===== src/hw/rtl/pulse_width_bit_line_transceiver_macros.svh =====
// assertion macros shared by the rtl
`ifndef PULSE_WIDTH_BIT_LINE_TRANSCEIVER_MACROS_SVH
`define PULSE_WIDTH_BIT_LINE_TRANSCEIVER_MACROS_SVH

`ifndef ASSERT_OFF
// property must hold on every clock edge out of reset
`define PWBLT_ASSERT(lbl, clk, rst_n, prop, msg) \
    lbl: assert property (@(posedge clk) disable iff (!rst_n) (prop)) else $error(msg);
// condition must never be seen
`define PWBLT_NEVER(lbl, clk, rst_n, cond, msg) \
    lbl: assert property (@(posedge clk) disable iff (!rst_n) !(cond)) else $error(msg);
`else
`define PWBLT_ASSERT(lbl, clk, rst_n, prop, msg)
`define PWBLT_NEVER(lbl, clk, rst_n, cond, msg)
`endif

`endif


===== src/hw/rtl/pwblt_pkg.sv =====
package pwblt_pkg;

    localparam int MAX_RX_BYTES = 64;

    localparam logic [7:0]  SAMPLE_DELAY_RST  = 8'd4;
    localparam logic [6:0]  RX_LENGTH_RST     = 7'd4;
    localparam logic [19:0] TIMEOUT_LIMIT_RST = 20'd120000;

    localparam int CHIPS_PER_BYTE = 32;

    // register word indexes, byte address is 4 * index
    typedef enum logic [1:0] {
        REG_SAMPLE_DELAY  = 2'd0,
        REG_RX_LENGTH     = 2'd1,
        REG_TIMEOUT_LIMIT = 2'd2
    } t_reg_idx;

    typedef enum logic [1:0] {
        ACT_SEND = 2'd0,
        ACT_TICK = 2'd1,
        ACT_ARM  = 2'd2
    } t_action;

    typedef enum logic [2:0] {
        RX_IDLE      = 3'd0,
        RX_WAIT_LOW  = 3'd1,
        RX_DELAY     = 3'd2,
        RX_WAIT_HIGH = 3'd3,
        RX_STOP_LOW  = 3'd4,
        RX_STOP_HIGH = 3'd5
    } t_rx_phase;

    typedef struct packed {
        logic [1:0] action;
        logic [7:0] tx_byte;
        logic       tx_last;
        logic       line_in;
    } t_in_item;

    typedef struct packed {
        logic       line_out;
        logic       chip_valid;
        logic [7:0] rx_byte;
        logic       rx_byte_valid;
        logic       rx_done;
        logic       rx_timeout;
        logic       rx_busy;
        logic       last;
    } t_result;

endpackage


===== src/hw/rtl/pwblt_in_if.sv =====
interface pwblt_in_if;
    logic       valid;
    logic       ready;
    logic [1:0] action;
    logic [7:0] tx_byte;
    logic       tx_last;
    logic       line_in;

    modport source (output valid, action, tx_byte, tx_last, line_in, input ready);
    modport sink (input valid, action, tx_byte, tx_last, line_in, output ready);
endinterface


===== src/hw/rtl/pwblt_out_if.sv =====
interface pwblt_out_if;
    logic       valid;
    logic       ready;
    logic       line_out;
    logic       chip_valid;
    logic [7:0] rx_byte;
    logic       rx_byte_valid;
    logic       rx_done;
    logic       rx_timeout;
    logic       rx_busy;
    logic       last;

    modport source (output valid, line_out, chip_valid, rx_byte, rx_byte_valid, rx_done,
                    rx_timeout, rx_busy, last, input ready);
    modport sink (input valid, line_out, chip_valid, rx_byte, rx_byte_valid, rx_done,
                  rx_timeout, rx_busy, last, output ready);
endinterface


===== src/hw/rtl/pulse_width_bit_line_transceiver.sv =====
// channel   dir  handshake      payload
// i_in      in   valid/ready    action, tx_byte, tx_last, line_in
// o_out     out  valid/ready    line_out, chip_valid, rx_byte, rx_byte_valid,
//                               rx_done, rx_timeout, rx_busy, last
// apb       in   psel/penable   paddr[3:0], pwdata, prdata, pready
//
// a tick or arm request gives one result, back to back unless o_out stalls
// a send request gives 32 chips (33 with the stop chip), one per cycle from the chip counter unless o_out stalls
// an accepted request passes through the work stage before it reaches the result register
// a two-entry input stage (work plus skid) keeps i_in.ready a register output
// reset is synchronous and clears valids, receiver state and registers to defaults
`include "pulse_width_bit_line_transceiver_macros.svh"

module pulse_width_bit_line_transceiver (
    input  logic              i_clk,
    input  logic              i_rst_n,
    pwblt_in_if.sink          i_in,
    pwblt_out_if.source       o_out,
    input  logic              psel,
    input  logic              penable,
    input  logic              pwrite,
    input  logic [3:0]        paddr,
    input  logic [31:0]       pwdata,
    output logic [31:0]       prdata,
    output logic              pready
);

    // configuration
    logic [7:0]  r_sample_delay;
    logic [6:0]  r_rx_length;
    logic [19:0] r_timeout_limit;

    // request stages
    logic                  r_skid_valid;
    pwblt_pkg::t_in_item   r_skid;
    logic                  r_work_valid;
    pwblt_pkg::t_in_item   r_work;
    logic [5:0]            r_chip;

    // result register
    logic                  r_out_valid;
    pwblt_pkg::t_result    r_out;

    // receiver
    pwblt_pkg::t_rx_phase  r_phase, n_phase;
    logic [7:0]            r_shift, n_shift;
    logic [2:0]            r_bitc, n_bitc;
    logic [6:0]            r_bytec, n_bytec;
    logic [7:0]            r_scount, n_scount;
    logic [19:0]           r_tcount, n_tcount;

    pwblt_pkg::t_in_item   in_item;
    pwblt_pkg::t_result    n_out;
    logic                  out_free, out_load, work_adv, work_take, in_fire;
    logic                  is_send, is_tick, is_arm, send_end;
    logic [6:0]            eff_len;
    logic [7:0]            delay_eff, scount_inc;
    logic                  tx_bit;
    logic                  cfg_wr;

    assign pready = 1'b1;
    assign cfg_wr = psel && penable && pwrite;

    always_comb begin
        unique case (pwblt_pkg::t_reg_idx'(paddr[3:2]))
            pwblt_pkg::REG_SAMPLE_DELAY:  prdata = {24'd0, r_sample_delay};
            pwblt_pkg::REG_RX_LENGTH:     prdata = {25'd0, r_rx_length};
            pwblt_pkg::REG_TIMEOUT_LIMIT: prdata = {12'd0, r_timeout_limit};
            default:                      prdata = 32'd0;
        endcase
    end

    always_ff @(posedge i_clk) begin
        if (!i_rst_n) begin
            r_sample_delay  <= pwblt_pkg::SAMPLE_DELAY_RST;
            r_rx_length     <= pwblt_pkg::RX_LENGTH_RST;
            r_timeout_limit <= pwblt_pkg::TIMEOUT_LIMIT_RST;
        end else if (cfg_wr) begin
            unique case (pwblt_pkg::t_reg_idx'(paddr[3:2]))
                pwblt_pkg::REG_SAMPLE_DELAY:  r_sample_delay  <= pwdata[7:0];
                pwblt_pkg::REG_RX_LENGTH:     r_rx_length     <= pwdata[6:0];
                pwblt_pkg::REG_TIMEOUT_LIMIT: r_timeout_limit <= pwdata[19:0];
                default: ;
            endcase
        end
    end

    // request flow
    assign in_item.action  = i_in.action;
    assign in_item.tx_byte = i_in.tx_byte;
    assign in_item.tx_last = i_in.tx_last;
    assign in_item.line_in = i_in.line_in;

    assign i_in.ready = !r_skid_valid;
    assign in_fire    = i_in.valid && !r_skid_valid;

    assign is_send  = r_work.action == pwblt_pkg::ACT_SEND;
    assign is_tick  = r_work.action == pwblt_pkg::ACT_TICK;
    assign is_arm   = r_work.action == pwblt_pkg::ACT_ARM;
    assign send_end = r_chip == (r_work.tx_last ? 6'(pwblt_pkg::CHIPS_PER_BYTE)
                                                : 6'(pwblt_pkg::CHIPS_PER_BYTE - 1));

    assign out_free  = !r_out_valid || o_out.ready;
    assign out_load  = r_work_valid && (is_send || is_tick || is_arm) && out_free;
    // unused action code retires with no result
    assign work_adv  = r_work_valid && (!(is_send || is_tick || is_arm)
                                        || (out_load && (!is_send || send_end)));
    assign work_take = !r_work_valid || work_adv;

    always_ff @(posedge i_clk) begin
        if (!i_rst_n) begin
            r_skid_valid <= 1'b0;
            r_work_valid <= 1'b0;
            r_chip       <= 6'd0;
        end else begin
            if (work_take) begin
                if (r_skid_valid) begin
                    r_work_valid <= 1'b1;
                    r_skid_valid <= 1'b0;
                end else begin
                    r_work_valid <= in_fire;
                end
            end else if (in_fire) begin
                r_skid_valid <= 1'b1;
            end
            if (work_adv) begin
                r_chip <= 6'd0;
            end else if (out_load && is_send) begin
                r_chip <= r_chip + 6'd1;
            end
        end
    end

    always_ff @(posedge i_clk) begin
        if (work_take) begin
            r_work <= r_skid_valid ? r_skid : in_item;
        end
        if (in_fire && !(work_take && !r_skid_valid)) begin
            r_skid <= in_item;
        end
    end

    // result and receiver step
    assign eff_len    = (r_rx_length > 7'(pwblt_pkg::MAX_RX_BYTES))
                        ? 7'(pwblt_pkg::MAX_RX_BYTES) : r_rx_length;
    assign delay_eff  = (r_sample_delay == 8'd0) ? 8'd1 : r_sample_delay;
    assign scount_inc = r_scount + 8'd1;
    assign tx_bit     = r_work.tx_byte[3'd7 - r_chip[4:2]];

    always_comb begin
        n_phase  = r_phase;
        n_shift  = r_shift;
        n_bitc   = r_bitc;
        n_bytec  = r_bytec;
        n_scount = r_scount;
        n_tcount = r_tcount;

        n_out               = '0;
        n_out.line_out      = 1'b1;
        n_out.last          = 1'b1;

        if (is_send) begin
            n_out.chip_valid = 1'b1;
            n_out.last       = send_end;
            if (r_chip[5]) begin
                n_out.line_out = 1'b0;  // stop chip
            end else begin
                unique case (r_chip[1:0])
                    2'd0:    n_out.line_out = 1'b0;
                    2'd3:    n_out.line_out = 1'b1;
                    default: n_out.line_out = tx_bit;
                endcase
            end
        end else if (is_arm) begin
            n_shift  = 8'd0;
            n_bitc   = 3'd0;
            n_bytec  = 7'd0;
            n_scount = 8'd0;
            n_tcount = 20'd0;
            n_phase  = (eff_len == 7'd0) ? pwblt_pkg::RX_STOP_LOW : pwblt_pkg::RX_WAIT_LOW;
        end else if (is_tick && r_phase != pwblt_pkg::RX_IDLE) begin
            n_tcount = r_tcount + 20'd1;
            if (r_tcount >= r_timeout_limit) begin
                n_out.rx_timeout = 1'b1;
                n_phase          = pwblt_pkg::RX_IDLE;
            end else begin
                unique case (r_phase)
                    pwblt_pkg::RX_WAIT_LOW: begin
                        if (!r_work.line_in) begin
                            n_scount = 8'd0;
                            n_phase  = pwblt_pkg::RX_DELAY;
                        end
                    end
                    pwblt_pkg::RX_DELAY: begin
                        n_scount = scount_inc;
                        if (scount_inc >= delay_eff) begin
                            n_shift = {r_shift[6:0], r_work.line_in};
                            n_bitc  = r_bitc + 3'd1;
                            if (r_bitc == 3'd7) begin
                                n_out.rx_byte       = {r_shift[6:0], r_work.line_in};
                                n_out.rx_byte_valid = 1'b1;
                                n_shift             = 8'd0;
                                n_bytec             = r_bytec + 7'd1;
                            end
                            // a high read already meets the wait for high
                            if (r_work.line_in) begin
                                n_phase = (n_bytec >= eff_len) ? pwblt_pkg::RX_STOP_LOW
                                                               : pwblt_pkg::RX_WAIT_LOW;
                            end else begin
                                n_phase = pwblt_pkg::RX_WAIT_HIGH;
                            end
                        end
                    end
                    pwblt_pkg::RX_WAIT_HIGH: begin
                        if (r_work.line_in) begin
                            n_phase = (r_bytec >= eff_len) ? pwblt_pkg::RX_STOP_LOW
                                                           : pwblt_pkg::RX_WAIT_LOW;
                        end
                    end
                    pwblt_pkg::RX_STOP_LOW: begin
                        if (!r_work.line_in) begin
                            n_phase = pwblt_pkg::RX_STOP_HIGH;
                        end
                    end
                    pwblt_pkg::RX_STOP_HIGH: begin
                        if (r_work.line_in) begin
                            n_out.rx_done = 1'b1;
                            n_phase       = pwblt_pkg::RX_IDLE;
                        end
                    end
                    default: n_phase = pwblt_pkg::RX_IDLE;
                endcase
            end
        end

        n_out.rx_busy = is_send ? (r_phase != pwblt_pkg::RX_IDLE)
                                : (n_phase != pwblt_pkg::RX_IDLE);
    end

    always_ff @(posedge i_clk) begin
        if (!i_rst_n) begin
            r_phase  <= pwblt_pkg::RX_IDLE;
            r_shift  <= 8'd0;
            r_bitc   <= 3'd0;
            r_bytec  <= 7'd0;
            r_scount <= 8'd0;
            r_tcount <= 20'd0;
        end else if (out_load && !is_send) begin
            r_phase  <= n_phase;
            r_shift  <= n_shift;
            r_bitc   <= n_bitc;
            r_bytec  <= n_bytec;
            r_scount <= n_scount;
            r_tcount <= n_tcount;
        end
    end

    always_ff @(posedge i_clk) begin
        if (!i_rst_n) begin
            r_out_valid <= 1'b0;
        end else if (out_free) begin
            r_out_valid <= out_load;
        end
    end

    always_ff @(posedge i_clk) begin
        if (out_load) begin
            r_out <= n_out;
        end
    end

    assign o_out.valid         = r_out_valid;
    assign o_out.line_out      = r_out.line_out;
    assign o_out.chip_valid    = r_out.chip_valid;
    assign o_out.rx_byte       = r_out.rx_byte;
    assign o_out.rx_byte_valid = r_out.rx_byte_valid;
    assign o_out.rx_done       = r_out.rx_done;
    assign o_out.rx_timeout    = r_out.rx_timeout;
    assign o_out.rx_busy       = r_out.rx_busy;
    assign o_out.last          = r_out.last;

    `PWBLT_ASSERT(a_skid_behind_work, i_clk, i_rst_n,
                  r_skid_valid |-> r_work_valid, "skid full with empty work stage")
    `PWBLT_ASSERT(a_chip_only_in_send, i_clk, i_rst_n,
                  (r_chip != 6'd0) |-> (r_work_valid && is_send),
                  "chip counter running outside a send")
    `PWBLT_NEVER(a_chip_no_rx_flags, i_clk, i_rst_n,
                 r_out_valid && r_out.chip_valid
                 && (r_out.rx_byte_valid || r_out.rx_done || r_out.rx_timeout),
                 "receive flag on a transmit chip")
    `PWBLT_ASSERT(a_one_rx_event, i_clk, i_rst_n,
                  r_out_valid |-> ($countones({r_out.rx_byte_valid, r_out.rx_done,
                                               r_out.rx_timeout}) <= 1),
                  "more than one receive event in a result")
    `PWBLT_ASSERT(a_done_goes_idle, i_clk, i_rst_n,
                  (out_load && is_tick && n_out.rx_done) |=> (r_phase == pwblt_pkg::RX_IDLE),
                  "receiver not idle after done")

endmodule


===== src/flat_wrapper.sv =====
// flat-port wrapper written by rule: the top's interface ports become plain ports
module pulse_width_bit_line_transceiver_flat 
  (i_clk, i_rst_n, psel, penable, pwrite, paddr, pwdata, prdata, pready, i_in_valid, i_in_action, i_in_tx_byte, i_in_tx_last, i_in_line_in, i_in_ready, o_out_valid, o_out_line_out, o_out_chip_valid, o_out_rx_byte, o_out_rx_byte_valid, o_out_rx_done, o_out_rx_timeout, o_out_rx_busy, o_out_last, o_out_ready);
  pwblt_in_if i_in_i ();
  pwblt_out_if o_out_i ();
  input  logic i_clk;
  input  logic i_rst_n;
  input  logic psel;
  input  logic penable;
  input  logic pwrite;
  input  logic [3:0] paddr;
  input  logic [31:0] pwdata;
  output logic [31:0] prdata;
  output logic pready;
  input wire logic [$bits(i_in_i.valid)-1:0] i_in_valid;
  input wire logic [$bits(i_in_i.action)-1:0] i_in_action;
  input wire logic [$bits(i_in_i.tx_byte)-1:0] i_in_tx_byte;
  input wire logic [$bits(i_in_i.tx_last)-1:0] i_in_tx_last;
  input wire logic [$bits(i_in_i.line_in)-1:0] i_in_line_in;
  output wire logic [$bits(i_in_i.ready)-1:0] i_in_ready;
  output wire logic [$bits(o_out_i.valid)-1:0] o_out_valid;
  output wire logic [$bits(o_out_i.line_out)-1:0] o_out_line_out;
  output wire logic [$bits(o_out_i.chip_valid)-1:0] o_out_chip_valid;
  output wire logic [$bits(o_out_i.rx_byte)-1:0] o_out_rx_byte;
  output wire logic [$bits(o_out_i.rx_byte_valid)-1:0] o_out_rx_byte_valid;
  output wire logic [$bits(o_out_i.rx_done)-1:0] o_out_rx_done;
  output wire logic [$bits(o_out_i.rx_timeout)-1:0] o_out_rx_timeout;
  output wire logic [$bits(o_out_i.rx_busy)-1:0] o_out_rx_busy;
  output wire logic [$bits(o_out_i.last)-1:0] o_out_last;
  input wire logic [$bits(o_out_i.ready)-1:0] o_out_ready;
  assign i_in_i.valid = i_in_valid;
  assign i_in_i.action = i_in_action;
  assign i_in_i.tx_byte = i_in_tx_byte;
  assign i_in_i.tx_last = i_in_tx_last;
  assign i_in_i.line_in = i_in_line_in;
  assign i_in_ready = i_in_i.ready;
  assign o_out_valid = o_out_i.valid;
  assign o_out_line_out = o_out_i.line_out;
  assign o_out_chip_valid = o_out_i.chip_valid;
  assign o_out_rx_byte = o_out_i.rx_byte;
  assign o_out_rx_byte_valid = o_out_i.rx_byte_valid;
  assign o_out_rx_done = o_out_i.rx_done;
  assign o_out_rx_timeout = o_out_i.rx_timeout;
  assign o_out_rx_busy = o_out_i.rx_busy;
  assign o_out_last = o_out_i.last;
  assign o_out_i.ready = o_out_ready;
  pulse_width_bit_line_transceiver u_core (.i_clk(i_clk), .i_rst_n(i_rst_n), .i_in(i_in_i), .o_out(o_out_i), .psel(psel), .penable(penable), .pwrite(pwrite), .paddr(paddr), .pwdata(pwdata), .prdata(prdata), .pready(pready));
endmodule

===== config.mk =====
export PLATFORM = sky130hd
export DESIGN_NAME = pulse_width_bit_line_transceiver_flat
export DESIGN_NICKNAME = d
export VERILOG_FILES = /design/src/hw/rtl/pwblt_pkg.sv /design/src/hw/rtl/pwblt_in_if.sv /design/src/hw/rtl/pwblt_out_if.sv /design/src/hw/rtl/pulse_width_bit_line_transceiver.sv /design/src/flat_wrapper.sv
export VERILOG_INCLUDE_DIRS = /design/src /design/src/hw/rtl
export SDC_FILE = /design/constraint.sdc
export NUM_CORES = 1
export LEC_CHECK = 0
export ABC_AREA = 1
export BUFFER_PORTS_ARGS = -buffer_cell sky130_fd_sc_hd__buf_2
export CAP_MARGIN = 20
export CORE_MARGIN = 1.5
export CORE_UTILIZATION = 55
export CTS_BUF_LIST = sky130_fd_sc_hd__clkbuf_4 sky130_fd_sc_hd__clkbuf_8
export DETAILED_ROUTE_END_ITERATION = 8
export PLACE_DENSITY = 0.77
export SLEW_MARGIN = 20
export SYNTH_ARGS = -nofsm -noshare
export SYNTH_HDL_FRONTEND = slang
export SYNTH_SLANG_ARGS = --single-unit

===== constraint.sdc =====
create_clock -name i_clk -period 3.8 [get_ports i_clk]
set_input_delay 0.19 -clock i_clk [delete_from_list [all_inputs] [get_ports i_clk]]
set_output_delay 0.19 -clock i_clk [all_outputs]
set_load 0.02 [all_outputs]

==> flow_summary_export.csv <==
group,metric,value,unit
setup_path,path_class,"register to register",
final_layout,area_growth,15.4,%
place,dp_cells,1248,
logic_synthesis,synthCells,1022,
detailed_routing,drtIter0Drc,506,
detailed_routing,drc,0,
grt,grt_pass1_vias,6367,
logic_synthesis,synth_seq_cells,131,
setup_path,r2r-start,"u_core.r_bitc[0]",
sta,worstMarginPinSlew,0.949,ns
setup_path,crit_arrival,3.31,ns
final_layout,drive_above_1_share,13.5,%
sta,setup_violations,0,
hold_path,min_path_type,"input pin to register",
logic_synthesis,synth_flop_cell,"dfxtp_1",
final_layout,final_util,65.3,%
setup_path,crit_path_start_kind,"register",
grt,grt_pass1_wl,29000,um
final_layout,final.fill_count,1192,
cts,cts_resized,0,
place,port_buffers,77,
place,dp.final_hpwl,12200,um
cts,path_clk_slew,0.08,ns
hold_path,hold_start,"pwdata[11]",
sta,hold_violations,0,
floorplanning,die_w,120,um
logic_synthesis,synth_edf_count,39,
logic_synthesis,postSynthAreaPerCell,7.39,um^2
floorplanning,io_pins,105,
grt,grt_usage,24.9,%
detailed_routing,avgViaCountPerCell,5.18,
detailed_routing,vias,6754,
cts,clockBufferDepth,2,
grt,grt.overflow.total,0,
cts,cts_sinks,131,
sta,fin_crit,3.10,ns
cts,cts_tree,"built",
sta,relSlewSlack,36.7,%
logic_synthesis,synth_async_sr_flop_share,0,%
sta,finalMaxSlewViolations,0,
setup_path,reg2reg_slack,0.70,ns
final_layout,instances_no_fill,1305,
cts,htree_num_levels,4,
setup_path,cp_max_fo,9,
final_layout,fin_nets,1219,
floorplanning,start_util,56.6,%
power_and_ir_drop,p_leak,4.08,nW
final_layout,antenna_cells,0,
sta,fin_worst_skew,0.00735,ns
detailed_routing,wl_per_cell,13.0,um
logic_synthesis,synth.yosys.seq_area_share,39.9,%
final_layout,layout.cells.most_common,"nand2_1",
cts,numCtsBuffers,17,
power_and_ir_drop,power.density,404,nW/um^2
job,cap_violations,0,
setup_path,required,4.02,ns
logic_synthesis,syn_area,7560,um^2
sta,final.period_utilization,81.5,%
floorplanning,dieArea,14500,um^2
run_status,status,"finished clean",
detailed_routing,finalWirelength,16900,um
setup_path,cp-end-kind,"register",
setup_path,crit_start,"u_core.r_bitc[0]",
detailed_routing,first_pass_iters,5,
logic_synthesis,yosys_warnings,0,
power_and_ir_drop,ir_drop,0.204,mV
sta,rsz0062_at_grt,"no",
grt,grt_max_degree,53,
cts,root_buffer,"clkbuf_8",
logic_synthesis,ys_types,45,
sta,max_freq,323,MHz
detailed_routing,ant_nets,0,
floorplanning,core-area,13300,um^2
cts,clock_latency,0.46,ns
grt,antenna_found_initial,0,
place,gp_congestion,0.902,
sta,tns,0,ns
floorplanning,num_rows,42,
floorplanning,die_h,120,um
final_layout,layout_common_cells,"nand2_1 (252), inv_1 (132), nor2_1 (113)",
[logic make-up (layout without fill, tap and decap cells)]
logic type | Yosys count | count (layout) | share of synthesized area (%)
flops | 131 | 131 | 39.9
simple gates | 485 | 485 | 28.4
xor+xnor | 14 | 14 | 1.62
buf+inv | 186 | 282 | 10.5
other cells | 2 | 13 | 0.0994
compound gates | 156 | 156 | 11.6
fa+ha+maj | 48 | 48 | 7.95
[layer usage]
metal  GRT usage, %  vias to the layer above  wire length (um)
met3           5.38                       39               759
met4           10.5                        0               480
met5              0                        -                 0
met2           42.1                      159              8100
li1               -                     3493                 -
met1           30.9                     3063              7610
[worst paths after layout]
kind,endpoint,cells past startpoint
setup / recovery,u_core.o_out.rx_busy,19
setup reg to reg,u_core.o_out.rx_busy,19
hold / removal,u_core.r_timeout_limit[11],3
hold reg to reg,u_core.r_timeout_limit[11],2
[worst max-delay path, stage by stage (launching register included)]
cell and delay (ns):
dfxtp_1 0.34, ha_1 0.17, ha_1 0.33, nand2_1 0.12, nor3_1 0.31, nand2_1 0.12
xnor2_1 0.23, ha_1 0.27, nand2_1 0.11, inv_1 0.05, a21oi_1 0.15, nand3_1 0.11
nand2_1 0.09, inv_1 0.04, nand2_1 0.07, nand3_1 0.07, nand2_1 0.07, nand2_1 0.07
nand2_1 0.07, a21oi_1 0.06
[cell usage after synthesis, types with 12 or more instances]
library cell	count	area, um^2
edfxtp_1	39	1170
ha_1	48	601
nor2_1	113	424
clkbuf_1	18	67.6
nand2_1	252	946
inv_1	132	495
buf_4	14	105
o21ai_0	41	205
nand4_1	20	125
nand3_1	54	270
nor3_1	12	60.1
dfxtp_1	92	1840
a21oi_1	78	390
[where the power goes]
group	internal, W	switching, W
Sequential	0.00153	0.0000461
Combinational	0.000173	0.000358
Clock	0.000850	0.000566
Total	0.00255	0.000969
[per-stage QoR]
stage / hold slack (ns) / total power (W) / setup WS (ns) / instance area, um^2
floorplan: 0.289 / 0.00199 / 1.25 / 7600
global placement: 0.381 / 0.00210 / 0.831 / 7990
detailed placement: 0.388 / 0.00211 / 0.795 / 7990
CTS: 0.00212 / 0.00354 / 0.757 / 8720
global route: 0.0236 / 0.00368 / 0.279 / 8720
finish: 0.0183 / 0.00352 / 0.702 / 8720
[repair_timing]
item / CTS / global route
hold buffers: 25 / 0
setup buffers: 0 / 0
endpoints found under the hold margin: 31 / 0
[registers in the layout (all words and copies together), names as in the netlist, 3 cells and up]
name / cells
u_core.r_shift: 7
u_core.r_sample_delay: 8
u_core.r_tcount: 20
u_core.r_scount: 8
u_core.r_bitc: 3
u_core.r_timeout_limit: 20
u_core.r_chip: 6
u_core.r_bytec: 7
u_core.r_phase: 3
u_core.o_out.rx_byte: 8
u_core.r_work: 12
u_core.r_skid: 12
u_core.r_rx_length: 7
[cell type report]
| class | count | area [um^2] | area share (%) |
|---|---|---|---|
| multi-input combinational | 716 | 3790 | 43.5 |
| sequential | 131 | 3010 | 34.6 |
| timing repair buffer | 106 | 666 | 7.64 |
| inverter | 144 | 551 | 6.32 |
| clock buffer | 18 | 241 | 2.77 |
| clock inverter | 14 | 233 | 2.67 |
| tap | 176 | 220 | 2.53 |
(Power assumes the default switching activity.)
